==> src/hdl/gdfo_pkg.sv <==
// shared constants, types and helpers for the depth-first ordering block
package gdfo_pkg;

	localparam int NODE_SLOTS = 64;
	localparam int MAX_EDGES = 256;
	localparam int NODE_W    = 7;                       // node number 0..NODE_SLOTS
	localparam int NIDX_W    = $clog2(NODE_SLOTS);      // node index 0..NODE_SLOTS-1
	localparam int EPTR_W    = $clog2(MAX_EDGES) + 1;   // edge index + 1, zero is end of list
	localparam int EADDR_W   = $clog2(MAX_EDGES);
	localparam int DEPTH_W   = $clog2(NODE_SLOTS) + 1;
	localparam int EDGE_W    = EPTR_W + NODE_W;         // {next, target}
	localparam int STK_W     = EPTR_W + NODE_W;         // {cursor, node}
	localparam int S_DATA_W  = 16;
	localparam int M_DATA_W  = 8;

	localparam logic OP_ADD = 1'b0;
	localparam logic OP_RUN = 1'b1;

	typedef struct packed {
		logic              push;    // new node in preorder
		logic              fin;     // run over, release held node as last
		logic [NODE_W-1:0] node;
	} emit_req_t;

	typedef struct packed {
		logic can_go;               // a push or flush can be taken this cycle
		logic pend_vld;             // a node is held back
	} emit_sts_t;

	function automatic logic [NIDX_W-1:0] node_idx(input logic [NODE_W-1:0] n);
		logic [NODE_W-1:0] m;
		m = n - NODE_W'(1);
		return m[NIDX_W-1:0];
	endfunction

endpackage

==> src/hdl/gdfo_emit.sv <==
// output stage: holds back the newest node so the final one can carry tlast
module gdfo_emit import gdfo_pkg::*; (
	input  logic                clk,
	input  logic                arst_n,
	input  emit_req_t           req,
	output emit_sts_t           sts,
	output logic                m_axis_tvalid,
	input  logic                m_axis_tready,
	output logic [M_DATA_W-1:0] m_axis_tdata,   // [6:0] visited_node, rest zero
	output logic                m_axis_tlast    // last
);

	logic              pend_vld_q;
	logic [NODE_W-1:0] pend_node_q;
	logic              out_vld_q;
	logic [NODE_W-1:0] out_node_q;
	logic              out_last_q;
	logic              out_free;
	logic              load;

	assign out_free     = !out_vld_q || m_axis_tready;
	assign sts.can_go   = !pend_vld_q || out_free;
	assign sts.pend_vld = pend_vld_q;
	assign load         = pend_vld_q && out_free && (req.push || req.fin);

	always_ff @(posedge clk or negedge arst_n) begin
		if (!arst_n) begin
			pend_vld_q <= 1'b0;
			out_vld_q  <= 1'b0;
		end else begin
			if (load)
				out_vld_q <= 1'b1;
			else if (m_axis_tready)
				out_vld_q <= 1'b0;
			if (req.push && sts.can_go)
				pend_vld_q <= 1'b1;
			else if (load)
				pend_vld_q <= 1'b0;
		end
	end

	always_ff @(posedge clk) begin
		if (load) begin
			out_node_q <= pend_node_q;
			out_last_q <= req.fin;
		end
		if (req.push && sts.can_go)
			pend_node_q <= req.node;
	end

	assign m_axis_tvalid = out_vld_q;
	assign m_axis_tdata  = {{(M_DATA_W - NODE_W){1'b0}}, out_node_q};
	assign m_axis_tlast  = out_last_q;

endmodule

==> config.mk <==
export PLATFORM = sky130hd
export DESIGN_NAME = gdfo_emit
export DESIGN_NICKNAME = d
export VERILOG_FILES = /design/src/hdl/gdfo_pkg.sv /design/src/hdl/gdfo_emit.sv
export SDC_FILE = /design/constraint.sdc
export NUM_CORES = 1
export LEC_CHECK = 0
export ABC_CLOCK_PERIOD_IN_PS = 1400
export BUFFER_PORTS_ARGS = -buffer_cell sky130_fd_sc_hd__clkbuf_2
export CAP_MARGIN = 20
export CELL_PAD_IN_SITES_DETAIL_PLACEMENT = 1
export CELL_PAD_IN_SITES_GLOBAL_PLACEMENT = 2
export CORE_ASPECT_RATIO = 0.8
export CORE_MARGIN = 2
export CORE_UTILIZATION = 27
export DETAILED_ROUTE_END_ITERATION = 16
export GPL_TIMING_DRIVEN = 0
export PLACE_DENSITY = 0.78
export SLEW_MARGIN = 20
export SYNTH_ARGS = -nofsm -noshare
export SYNTH_HDL_FRONTEND = slang
export SYNTH_SLANG_ARGS = --single-unit
==> constraint.sdc <==
create_clock -name clk -period 1.4 [get_ports clk]
set_input_delay 0.14 -clock clk [delete_from_list [all_inputs] [get_ports clk]]
set_output_delay 0.14 -clock clk [all_outputs]
set_load 0.03 [all_outputs]
# Word level (Yosys, flattened, before mapping)
# Index checks and enable logic that the tools add are counted.
# totals
ff_bits	17
input_bits	12
output_inout_bits	12
word_cells	19
# op_classes
n_mux	4
n_reduce_logical	10
# ops
cell	n
$mux 1	4
$reduce_bool 2->1	2
$logic_and 1x1->1	3
$logic_or 1x1->1	3
$logic_not 1->1	2

# Depth between registers and ports, before layout
# Gate-level depths: netlist of the first run.
# depth
depth_word	6
ltp_mapped	2
ltp_nobuf	2

# Least setup slack after synthesis of the first run
# OpenSTA, ideal clock, no wires.
# synth_timing
kind	register -> register
from	reg out_vld_q (netlist: m_axis_tvalid)
to	reg pend_node_q[0], enable pin
setup_time_ns	0.373
arrival_ns	1.111
required_ns	1.027
path_slack_ns	-0.084
stages_incl_launch_ff	3
n_path_buf	0
period_less_slack_ns	1.484
cell_sequence	dfrtp_1 -> nor2b_4 -> a21oi_1
# synth_via
elab_chain_len	4
# synth_lines
item	line_no	rtl
start, declared	gdfo_emit.sv:15	logic out_vld_q;
start signal, assigned	gdfo_emit.sv:29	out_vld_q <= 1'b0;
start signal, assigned	gdfo_emit.sv:32	out_vld_q <= 1'b1;
start signal, assigned	gdfo_emit.sv:34	out_vld_q <= 1'b0;
$logic_not 1->1	gdfo_emit.sv:21	assign out_free = !out_vld_q || m_axis_tready;
$logic_or 1x1->1	gdfo_emit.sv:21	
$logic_or 1x1->1	gdfo_emit.sv:22	assign sts.can_go = !pend_vld_q || out_free;
$logic_and 1x1->1	gdfo_emit.sv:47	if (req.push && sts.can_go)
end signal, assigned	gdfo_emit.sv:48	pend_node_q <= req.node;
end, declared	gdfo_emit.sv:14	logic [NODE_W-1:0] pend_node_q;
# No other way between the ends.
# A chain may end at the register's enable or synchronous reset.

==> results of run 1 <==
[timing repair]
action / in CTS / in global routing
setup endpoints to repair: 0 / 8
hold buffers: 1 / 0
endpoints found under the hold margin: 2 / 0
gates resized for setup: 0 / 1
[power breakdown]
group | switching, mW | internal, mW | leakage (nW) | total (mW)
logic | 0.119 | 0.0562 | 0.147 | 0.176
registers | 0.0174 | 0.604 | 0.165 | 0.621
clock network | 0.153 | 0.106 | 0.0177 | 0.259
total | 0.290 | 0.766 | 0.329 | 1.06
[per-layer routing]
layer  vias up  GRT usage [%]  share of wire [%]
met1       153          7.527                 34
met5         -              0                  0
met2        14          16.05                 58
met4         0          4.286                  0
li1        158              -                  -
met3         0          4.213                8.1
[worst paths after layout]
path                       slack (ns)           start              to
max reg2reg                      0.07   m_axis_tvalid  pend_node_q[2]
min                              0.02          req[1]  pend_node_q[1]
min reg2reg                      0.43  pend_node_q[1]   out_node_q[1]
min in group asynchronous        0.15          arst_n   m_axis_tvalid
max in group asynchronous        1.14          arst_n      pend_vld_q
max                              0.06   m_axis_tvalid          sts[1]
[cells in the final DEF (no fill, tap or decap)]
master | synthesis | routed
sky130_fd_sc_hd__a21oi_2 | 0 | 1
sky130_fd_sc_hd__nor2_4 | 0 | 1
sky130_fd_sc_hd__clkbuf_2 | 0 | 22
sky130_fd_sc_hd__o21ai_0 | 1 | 1
sky130_fd_sc_hd__inv_1 | 1 | 1
sky130_fd_sc_hd__nand2_1 | 2 | 2
sky130_fd_sc_hd__nor2_1 | 2 | 1
sky130_fd_sc_hd__clkinv_2 | 0 | 1
sky130_fd_sc_hd__clkbuf_4 | 0 | 3
sky130_fd_sc_hd__nor2b_4 | 1 | 1
sky130_fd_sc_hd__dlygate4sd3_1 | 0 | 1
sky130_fd_sc_hd__conb_1 | 1 | 1
sky130_fd_sc_hd__dfrtp_1 | 2 | 2
sky130_fd_sc_hd__edfxtp_1 | 15 | 15
sky130_fd_sc_hd__a31oi_4 | 1 | 1
sky130_fd_sc_hd__buf_4 | 2 | 2
sky130_fd_sc_hd__nand2b_4 | 1 | 1
[per-stage QoR]
| stage | hold WS, ns | setup WS, ns |
|---|---|---|
| CTS | 0.01018 | 0.06984 |
| global placement | -0.06804 | 0.1101 |
| global route | 0.006911 | 0.008000 |
| detailed placement | -0.06897 | 0.09446 |
| finish | 0.01972 | 0.05874 |
| floorplan | -0.1556 | 0.08919 |
[registers in the layout, summed over array words and instances (netlist names)]
name / cells
m_axis_tlast: 1
out_node_q: 7
pend_vld_q: 1
m_axis_tvalid: 1
pend_node_q: 7
[kinds of logic (layout without fill, tap and decap cells)]
logic type / Yosys count / count (layout) / synth area share, %
simple gates: 6 / 6 / 7.128
other cells: 1 / 1 / 0.6283
buf+inv: 3 / 30 / 3.143
flops: 17 / 17 / 83.86
compound gates: 3 / 3 / 5.239
[critical path, delay by kind of cell (launching register included)]
family	cells	cell delay [ns]
flops	1	0.44
simple gates	2	0.30
buf+inv	1	0.18
[final cells by class]
class                      instances  area, µm²  area share, %
sequential                        17      500.5          63.59
timing repair buffer              23      120.1          15.26
multi-input combinational         10      88.84          11.29
tap                               25      31.28          3.975
clock buffer                       3      22.52          2.862
buffer                             2      15.01          1.908
clock inverter                     1      5.005         0.6359
inverter                           1      3.754         0.4769
==> results.txt, run 1 <==
----------------------------------------------------
[Finish]
  Cell Count, Final, Fillers Out ... 82
  Share of post-route cells with drive strength above 1 ... roughly 58%
  Synth-to-Final Area Change ... 31.87%
  Fillers ... around 230
  Util after Layout ... between 30 and 40%
  Final Net Count ... 70
  Post-route cell area ... between 700 and 800 µm²
  N_diodes ... 0

[GRT]
  Number of antenna violations at the first check in global routing ... 0
  Global-route wire length before repair ... 1469 µm
  Pin count of the biggest net entering global routing ... 11
  Global Route Usage Sum ... 8.422%
  Vias in the first global route ... approximately 330
  GR Overflow Total ... 0

[Logic synthesis]
  Synth Instances ... 30
  Cell taking the most area after synthesis ... sky130_fd_sc_hd__edfxtp_1
  Most common cell in the synthesized netlist ... sky130_fd_sc_hd__edfxtp_1
  Share of synthesized flip-flops with an asynchronous set or reset ... between 10% and 20%
  Yosys warning count ... 0
  Number of enable flip-flop cells after synthesis ... 15
  Post-synth cell types ... 12
  Top-area cell type share of the netlist area ... about three quarters
  Most common library cells after synthesis ... 15 x sky130_fd_sc_hd__edfxtp_1, 2 x sky130_fd_sc_hd__buf_4, 2 x sky130_fd_sc_hd__dfrtp_1, 2 x sky130_fd_sc_hd__nand2_1, 2 x sky130_fd_sc_hd__nor2_1
  Net count after synthesis ... 42
  Sequential-to-total area share from yosys stat ... a little over four fifths
  Synthesized area per cell ... approximately 20 µm²
  Seq cells post-synth ... 17
  Leading cell types by total area after synthesis ... sky130_fd_sc_hd__edfxtp_1 75%, sky130_fd_sc_hd__dfrtp_1 8.4%, sky130_fd_sc_hd__a31oi_4 3.6%
  Total standard cell area after synthesis ... around 600 µm²
  Most used DFF post-synth ... sky130_fd_sc_hd__edfxtp_1

[Placed design]
  HPWL after detailed placement ... roughly 710 µm
  Cells after DPL ... 77
  Count of port buffers added during placement ... 22
  Total cell area at the placement stage ... about 740 µm²
  Final weighted congestion of routability-driven global placement ... 0.5728

[Timing]
  Upper clock frequency limit ... between 700 and 800 MHz
  Period minus WS final ... between 1 and 1.5 ns
  Slew Limit Fails ... 0
  Setup repair after global routing missed its margin ... false
  Setup Skew ... 0.006666 ns
  Final worst path period share ... between 90% and 100%
  Post-Route Setup TNS ... 0 ns
  Setup Viol. Count Final ... 0
  Final Hold Viols ... 0

[Power and ir drop]
  Cell Pwr Density ... ~1300 mW/mm²
  Post-route total power ... about 1.1 mW
  Peak supply drop ... roughly 0.46 mV
  Lkg Pwr ... between 0.3 and 0.4 nW

[Outcome]
  Status ... complete, no violations

[Worst setup path]
  Worst R2R Path Depth ... 2
  Worst-path cell with the longest stage delay ... sky130_fd_sc_hd__dfrtp_1
  CP peak stage delay ... between 0.4 and 0.5 ns
  Critical Path AT ... between 1 and 1.5 ns
  Critical path, cell by cell ... nor2b_4 -> nand2_1 -> clkbuf_2
  Critical path class ... reg2out
  Startpoint type of the worst setup path ... register
  Critical path peak fanout ... 3
  Required time of the worst setup path ... 1.26 ns
  Setup crit end kind ... output pin

[Die]
  Area of the core ... roughly 0.0021 mm²
  Standard-cell row count ... 15
  Die span in x ... 56.57 µm
  Die area ... ~0.0026 mm²
  Vertical die dimension ... around 46 µm
  Number of I/O pins ... 24
  Starting utilization of the core area ... between 20% and 30%

[Run]
  Maximum capacitance violations ... 0

[Worst hold path]
  Hold/Removal Path Class ... in2reg
  Worst Hold Depth ... 1

[Clock network]
  Post-CTS setup buffer count ... 0
  Clock transition at the register clock pins on the worst setup and hold paths after CTS ... about 0.1 ns
  CTS tree ... yes
  CTS H-tree depth ... 1
  Number of sinks driven by the clock tree ... 17
  Clock latency at the later pin of the worst-skew pair ... 0.29 ns
  Maximum buffer depth of the clock tree ... 2
  Cell at the root of the clock tree ... sky130_fd_sc_hd__clkbuf_4
  Cts bufs inserted ... 3

[Detailed routing]
  Drt wl/cell ... about 12 µm
  Via count normalized by instance count ... slightly below 4
  Number of nets with antenna violations after detailed routing ... 0
  Via Count ... 325
  Total length of routed wires ... roughly 960 µm
  Drt drc ... 0
  DR iter-0 viols ... 2
  Number of detailed-routing iterations run before antenna repair ... 2

----------------------------------------------------
No activity file was read; power rests on OpenSTA's default activity.
==> run 2: changes to the inputs <==
- CAP_MARGIN: 20 -> 10
- GPL_ROUTABILITY_DRIVEN: unset -> 0
- GPL_TIMING_DRIVEN: 0 -> unset
==> run 2 against run 1 <==
Power fell by 2.1%. Largest power group unchanged. Cell count is 2.4% lower. Critical endpoint unchanged. First-iteration DRC count is 100% lower.
==> results.txt, run 2 (synthesized netlist as in run 1, its figures left out) <==
----------------------------------------------------
[Clock network]
  Clock transition at the register clock pins on the worst setup and hold paths after CTS ... 0.09 ns (about the same)
  Clock latency at the later pin of the worst-skew pair ... 0.28 ns (about the same)
  Number of sinks driven by the clock tree ... 17 (unchanged)
  Cts bufs inserted ... 3 (unchanged)
  Maximum buffer depth of the clock tree ... 2 (unchanged)
  Cell at the root of the clock tree ... sky130_fd_sc_hd__clkbuf_4
  CTS tree ... yes
  CTS H-tree depth ... 1 (unchanged)

[Timing]
  Setup Viol. Count Final ... 0 (unchanged)
  Post-Route Setup TNS ... 0 ns (unchanged)
  Setup repair after global routing missed its margin ... false
  Setup Skew ... 0.003087 ns (-0.003579 ns)
  Post-layout worst setup margin ... 0.07404 ns (+0.01529 ns)
  Slew Limit Fails ... 0 (unchanged)
  Final Hold Viols ... 0 (unchanged)
  Upper clock frequency limit ... 754.2 MHz (+1.2%)
  Period minus WS final ... 1.326 ns (-0.01529 ns)
  Final worst path period share ... 94.71% (-1.1 points)

[Detailed routing]
  Drt drc ... 0 (unchanged)
  Via count normalized by instance count ... 3.988 (+0.61%)
  Drt wl/cell ... 10.89 µm (-6.6%)
  Via Count ... 319 (-1.8%)
  DR iter-0 viols ... 0 (-2)
  Total length of routed wires ... 871 µm (-8.9%)
  Number of detailed-routing iterations run before antenna repair ... 1 (-1)
  Number of nets with antenna violations after detailed routing ... 0 (unchanged)

[Worst setup path]
  Setup crit end kind ... output pin
  Startpoint type of the worst setup path ... register
  Critical Path AT ... 1.19 ns (about the same)
  Critical path class ... reg2out
  Required time of the worst setup path ... 1.26 ns (about the same)
  Critical path peak fanout ... 3 (unchanged)

[Die]
  Die span in x ... 56.57 µm (unchanged)
  Die area ... 0.002605 mm² (unchanged)
  Standard-cell row count ... 15 (unchanged)
  Starting utilization of the core area ... 28.14% (unchanged)
  Vertical die dimension ... 46.05 µm (unchanged)
  Area of the core ... 0.002121 mm² (unchanged)
  Number of I/O pins ... 24 (unchanged)

[Placed design]
  Worst setup slack after placement ... 0.09198 ns (-0.002482 ns)
  Total cell area at the placement stage ... 729.5 µm² (-2.0%)
  HPWL after detailed placement ... 709.8 µm (+0.28%)
  Count of port buffers added during placement ... 22 (unchanged)
  Cells after DPL ... 75 (-2.6%)

[Finish]
  Commonest non-fill, non-tap cells in the layout ... 21 x sky130_fd_sc_hd__clkbuf_2, 15 x sky130_fd_sc_hd__edfxtp_1, 3 x sky130_fd_sc_hd__clkbuf_4, 2 x sky130_fd_sc_hd__nand2_1, 2 x sky130_fd_sc_hd__dfrtp_1
  Post-route cell area ... 772.0 µm² (-1.9%)
  N_diodes ... 0 (unchanged)
  Util after Layout ... 36.40% (-0.71 points)
  Final Net Count ... 68 (-2.9%)
  Fillers ... 226 (-3.0%)
  Cell Count, Final, Fillers Out ... 80 (-2.4%)
  Share of post-route cells with drive strength above 1 ... 56.36% (-1.5 points)
  Leading cell type in the layout, fill and taps excluded ... sky130_fd_sc_hd__clkbuf_2
  Largest regs ... out_node_q x7, pend_node_q x7
  Synth-to-Final Area Change ... 29.35%

[GRT]
  Pin count of the biggest net entering global routing ... 11 (unchanged)
  GRT met3 Usage ... 1.966% (-2.2 points)
  GR Overflow Total ... 0 (unchanged)
  Global Route Usage Sum ... 7.428% (-0.99 points)
  Vias in the first global route ... 338 (+3.7%)
  Global-route wire length before repair ... 1380 µm (-6.1%)
  GRT met2 Usage ... 14.19% (-1.9 points)
  Fraction of met1 tracks used by global routing ... 7.540% (+0.014 points)
  Highest-utilization routing layer at the global route stage ... met2
  Number of antenna violations at the first check in global routing ... 0 (unchanged)

[Power and ir drop]
  Lkg Pwr ... 0.3186 nW (-3.3%)
  Cell Pwr Density ... 1340 mW/mm² (-0.16%)
  Peak supply drop ... 0.4040 mV (-12%)

[Worst hold path]
  Hold/Removal Path Class ... in2reg

[Run]
  Maximum capacitance violations ... 0 (unchanged)

[Outcome]
  Status ... complete, no violations

----------------------------------------------------
## run 2: routing by layer
| layer | wire (µm) | up-vias | share of wire (%) |
|---|---|---|---|
| met5 | 0 | - | 0 |
| met4 | 0 | 0 | 0 |
| met3 | 76 | 0 | 8.7 |
| met2 | 486 | 14 | 56 |
| met1 | 307 | 151 | 35 |
| li1 | - | 154 | - |
## run 2: worst max-delay path, stage by stage (launching register included)
cell	delay, ns
sky130_fd_sc_hd__dfrtp_1	0.42
sky130_fd_sc_hd__nor2b_4	0.23
sky130_fd_sc_hd__nand2_1	0.08
sky130_fd_sc_hd__buf_2	0.18
## run 2: metrics by stage
stage | total power, mW | hold slack, ns
after floorplan | 0.7467 | -0.1556
after global placement | 0.7950 | -0.07001
after detailed placement | 0.7998 | -0.06566
after CTS | 1.053 | 0.02183
after global routing | 1.092 | 0.01236
final | 1.035 | 0.03313
## run 2: path summary, 6_finish.rpt
kind | start | endpoint | slack [ns] | depth (start not counted)
max in group asynchronous | arst_n | pend_vld_q | 1.13 | 2
worst min-delay path | req[1] | pend_node_q[1] | 0.03 | 1
worst max-delay path | m_axis_tvalid | sts[1] | 0.07 | 3
worst max register to register | m_axis_tvalid | pend_node_q[2] | 0.10 | 2
min in group asynchronous | arst_n | m_axis_tvalid | 0.17 | 2
worst min register to register | pend_node_q[6] | out_node_q[6] | 0.43 | 0
## run 2: what timing repair did
item                       in CTS  in global routing
setup endpoints to repair       0                  8
resized for setup               0                  2
hold buffers                    1                  0
buffers inserted                0                  0
hold endpoints to repair        2                  0
## run 2: cell type report
class	instances	area [µm²]	area share (%)
sequential	17	500.5	64.83
timing repair buffer	23	120.1	15.56
clock inverter	1	5.005	0.6483
clock buffer	3	22.52	2.917
multi-input combinational	10	88.84	11.51
tap	25	31.28	4.052
inverter	1	3.754	0.4862
## run 2: power by group
group / switching [mW] / internal [mW] / total, mW
sequential: 0.0172 / 0.604 / 0.621
combinational: 0.117 / 0.0509 / 0.168
clock: 0.140 / 0.106 / 0.245
total: 0.274 / 0.761 / 1.03
==> run 3: changes to the inputs <==
- ABC_AREA: unset -> 1
- CORE_UTILIZATION: 27 -> 26
- PLACE_DENSITY: 0.78 -> 0.77
==> run 3 against run 2 <==
First-iteration DRC count rose by 3. Clock skew is 0.00056 ns higher. Fmax increased by 11%. Synthesized area down 2.3%. Sequential cell count unchanged. Synthesized cell count up 6.7%. Utilization down 1.2 points. Sequential power up 1%. Final area down 2.4%. Largest power group unchanged. Highest routed layer is now met4.
==> results.txt, run 3 <==
----------------------------------------------------
[Logic synthesis]
  Net count after synthesis ... 44 (+4.8%)
  Share of synthesized flip-flops with an asynchronous set or reset ... 11.76% (unchanged)
  Most used DFF post-synth ... sky130_fd_sc_hd__edfxtp_1
  Cell taking the most area after synthesis ... sky130_fd_sc_hd__edfxtp_1
  Top-area cell type share of the netlist area ... 77.25% (+1.8 points)
  Total standard cell area after synthesis ... 583.1 µm² (-2.3%)
  Yosys warning count ... 0 (unchanged)
  Synthesized area per cell ... 18.22 µm² (-8.4%)
  Leading cell types by total area after synthesis ... sky130_fd_sc_hd__edfxtp_1 77%, sky130_fd_sc_hd__dfrtp_1 8.6%, sky130_fd_sc_hd__buf_4 2.6%
  Number of enable flip-flop cells after synthesis ... 15 (unchanged)
  Most common cell in the synthesized netlist ... sky130_fd_sc_hd__edfxtp_1
  Post-synth cell types ... 13 (+1)
  Sequential-to-total area share from yosys stat ... 85.84% (+2.0 points)
  Synth Instances ... 32 (+6.7%)
  Seq cells post-synth ... 17 (unchanged)

[Detailed routing]
  Number of nets with antenna violations after detailed routing ... 0 (unchanged)
  Via Count ... 324 (+1.6%)
  Drt wl/cell ... 10.51 µm (-3.5%)
  DR iter-0 viols ... 3 (+3)
  Number of detailed-routing iterations run before antenna repair ... 2 (+1)
  Via count normalized by instance count ... 3.904 (-2.1%)
  Total length of routed wires ... 872 µm (+0.11%)
  Drt drc ... 0 (unchanged)

[Finish]
  Synth-to-Final Area Change ... 29.18%
  Largest regs ... out_node_q x7, pend_node_q x7
  Post-route cell area ... 753.2 µm² (-2.4%)
  Leading cell type in the layout, fill and taps excluded ... sky130_fd_sc_hd__clkbuf_2
  Multi-input combinational cell area ... 56.30 µm² (-37%)
  Fillers ... 241 (+6.6%)
  Share of post-route cells with drive strength above 1 ... 51.72% (-4.6 points)
  Commonest non-fill, non-tap cells in the layout ... 22 x sky130_fd_sc_hd__clkbuf_2, 15 x sky130_fd_sc_hd__edfxtp_1, 3 x sky130_fd_sc_hd__clkbuf_4
  Final Net Count ... 71 (+4.4%)
  Register Area ... 500.5 µm² (unchanged)
  N_diodes ... 0 (unchanged)

[GRT]
  Vias in the first global route ... 334 (-1.2%)
  Global-route wire length before repair ... 1504 µm (+9.0%)
  GRT met2 Usage ... 11.72% (-2.5 points)
  Highest-utilization routing layer at the global route stage ... met2
  Fraction of met1 tracks used by global routing ... 9.804% (+2.3 points)
  GRT met3 Usage ... 4.213% (+2.2 points)
  Number of antenna violations at the first check in global routing ... 0 (unchanged)
  GR Overflow Total ... 0 (unchanged)
  Global Route Usage Sum ... 8.230% (+0.80 points)
  Pin count of the biggest net entering global routing ... 10 (-1)

[Timing]
  Setup Viol. Count Final ... 0 (unchanged)
  Period minus WS final ... 1.195 ns (-0.1306 ns)
  Upper clock frequency limit ... 836.6 MHz (+11%)
  Slew Limit Fails ... 0 (unchanged)
  Final worst path period share ... 85.38% (-9.3 points)
  Setup Skew ... 0.003644 ns (+0.0005568 ns)
  Worst-case hold slack ... 0.03849 ns (+0.005353 ns)
  Final Hold Viols ... 0 (unchanged)
  Post-layout worst setup margin ... 0.2046 ns (+0.1306 ns)
  Setup repair after global routing missed its margin ... false
  Post-Route Setup TNS ... 0 ns (unchanged)

[Worst setup path]
  Slack of the worst reg-to-reg path ... 0.28 ns (+0.18 ns)
  Critical Path AT ... 1.06 ns (-0.13 ns)
  First element of the critical path ... m_axis_tvalid
  Capture instance of the worst register-to-register path ... pend_node_q[4]
  Critical path class ... reg2out
  Critical path peak fanout ... 3 (unchanged)
  Setup crit end kind ... output pin
  Reg-to-reg startpoint ... m_axis_tvalid
  Required time of the worst setup path ... 1.26 ns (about the same)
  Startpoint type of the worst setup path ... register
  Worst R2R Path Depth ... 5 (+3)

[Power and ir drop]
  Lkg Pwr ... 0.3232 nW (+1.4%)
  Peak supply drop ... 0.5214 mV (+29%)
  Cell Pwr Density ... 1397 mW/mm² (+4.2%)
  Post-route total power ... 1.052 mW (+1.7%)

[Worst hold path]
  Worst hold path endpoint ... pend_node_q[0]
  Worst Hold Depth ... 1 (unchanged)
  Hold/Removal Path Class ... in2reg
  Critical hold path startpoint ... req[0]

[Placed design]
  Worst setup slack after placement ... 0.2780 ns (+0.1860 ns)
  Count of port buffers added during placement ... 22 (unchanged)
  Total cell area at the placement stage ... 716.9 µm² (-1.7%)

[Clock network]
  Cell at the root of the clock tree ... sky130_fd_sc_hd__clkbuf_4
  Cts bufs inserted ... 3 (unchanged)
  Number of sinks driven by the clock tree ... 17 (unchanged)
  Clock transition at the register clock pins on the worst setup and hold paths after CTS ... 0.08 ns (about the same)
  CTS tree ... yes
  CTS H-tree depth ... 1 (unchanged)
  Clock latency at the later pin of the worst-skew pair ... 0.28 ns (about the same)
  Maximum buffer depth of the clock tree ... 2 (unchanged)
  Post-CTS setup buffer count ... 0 (unchanged)

[Run]
  Maximum capacitance violations ... 0 (unchanged)

[Die]
  Standard-cell row count ... 15 (unchanged)
  Vertical die dimension ... 46.36 µm (+0.66%)
  Number of I/O pins ... 24 (unchanged)
  Area of the core ... 0.002140 mm² (+0.89%)
  Die area ... 0.002640 mm² (+1.3%)
  Starting utilization of the core area ... 27.25% (-0.89 points)
  Die span in x ... 56.95 µm (+0.67%)

[Outcome]
  Status ... complete, no violations

----------------------------------------------------
run 3: changes by cell type after synthesis, sizes merged:
| cell | before | now |
|---|---|---|
| a21oi | 1 | 0 |
| o21bai | 0 | 1 |
| nand2b | 1 | 0 |
| nand2 | 2 | 3 |
| inv | 1 | 3 |
| a31oi | 1 | 0 |
| nor2b | 1 | 0 |
| nor2 | 2 | 3 |
| o21ai | 1 | 2 |
run 3: cells by family (layout without fill, tap and decap cells):
family	after synthesis	in the layout	synth area share [%]
compound gates	3	3	3.003
simple gates	6	6	6.008
other cells	1	1	0.6432
flops	17	17	85.84
buf+inv	5	31	4.506
run 3: cell type report:
| type | instances | area share (%) |
|---|---|---|
| Tap cell | 25 | 4.153 |
| Timing Repair Buffer | 24 | 16.94 |
| Sequential cell | 17 | 66.45 |
| Inverter | 3 | 1.495 |
| Multi-Input combinational cell | 10 | 7.475 |
| Clock buffer | 4 | 3.488 |
run 3: how the worst max path moves through the flow:
stage	cells past startpoint	end	slack [ns]
2_1_floorplan	3	m_axis_tlast	0.01
3_3_place_gp	5	pend_node_q[0]	0.32
3_5_place_dp	5	pend_node_q[3]	0.28
4_1_cts	4	sts[1]	0.19
5_1_grt	4	sts[1]	0.14
6_report	4	sts[1]	0.20
run 3: stage by stage:
step	instances	util (%)
after floorplan	32	-
after global placement	78	33.51
after detailed placement	78	33.51
after CTS	83	35.20
after global routing	83	35.20
final	83	35.20
run 3: what timing repair did:
item                      CTS  global route
hold endpoints to repair    2             0
resized for setup           0             0
hold buffers                1             0
run 3: worst max-delay path, stage by stage (launching register included):
cell and delay [ns]:
sky130_fd_sc_hd__dfrtp_1 0.40, sky130_fd_sc_hd__inv_2 0.08, sky130_fd_sc_hd__nor2_4 0.04, sky130_fd_sc_hd__nand2_2 0.06
sky130_fd_sc_hd__clkbuf_2 0.20
run 3: layer usage:
| metal | part of all wire, % | routed length [µm] |
|---|---|---|
| met1 | 46 | 403 |
| met2 | 40 | 351 |
| met3 | 11 | 93 |
| met4 | 2.6 | 23 |
| met5 | 0 | 0 |
run 3: report_power, final:
group          leakage [nW]  internal, mW  switching [mW]
Clock                0.0150         0.110           0.130
Combinational         0.143        0.0528           0.130
Sequential            0.166         0.611          0.0179
Total                 0.323         0.774           0.278
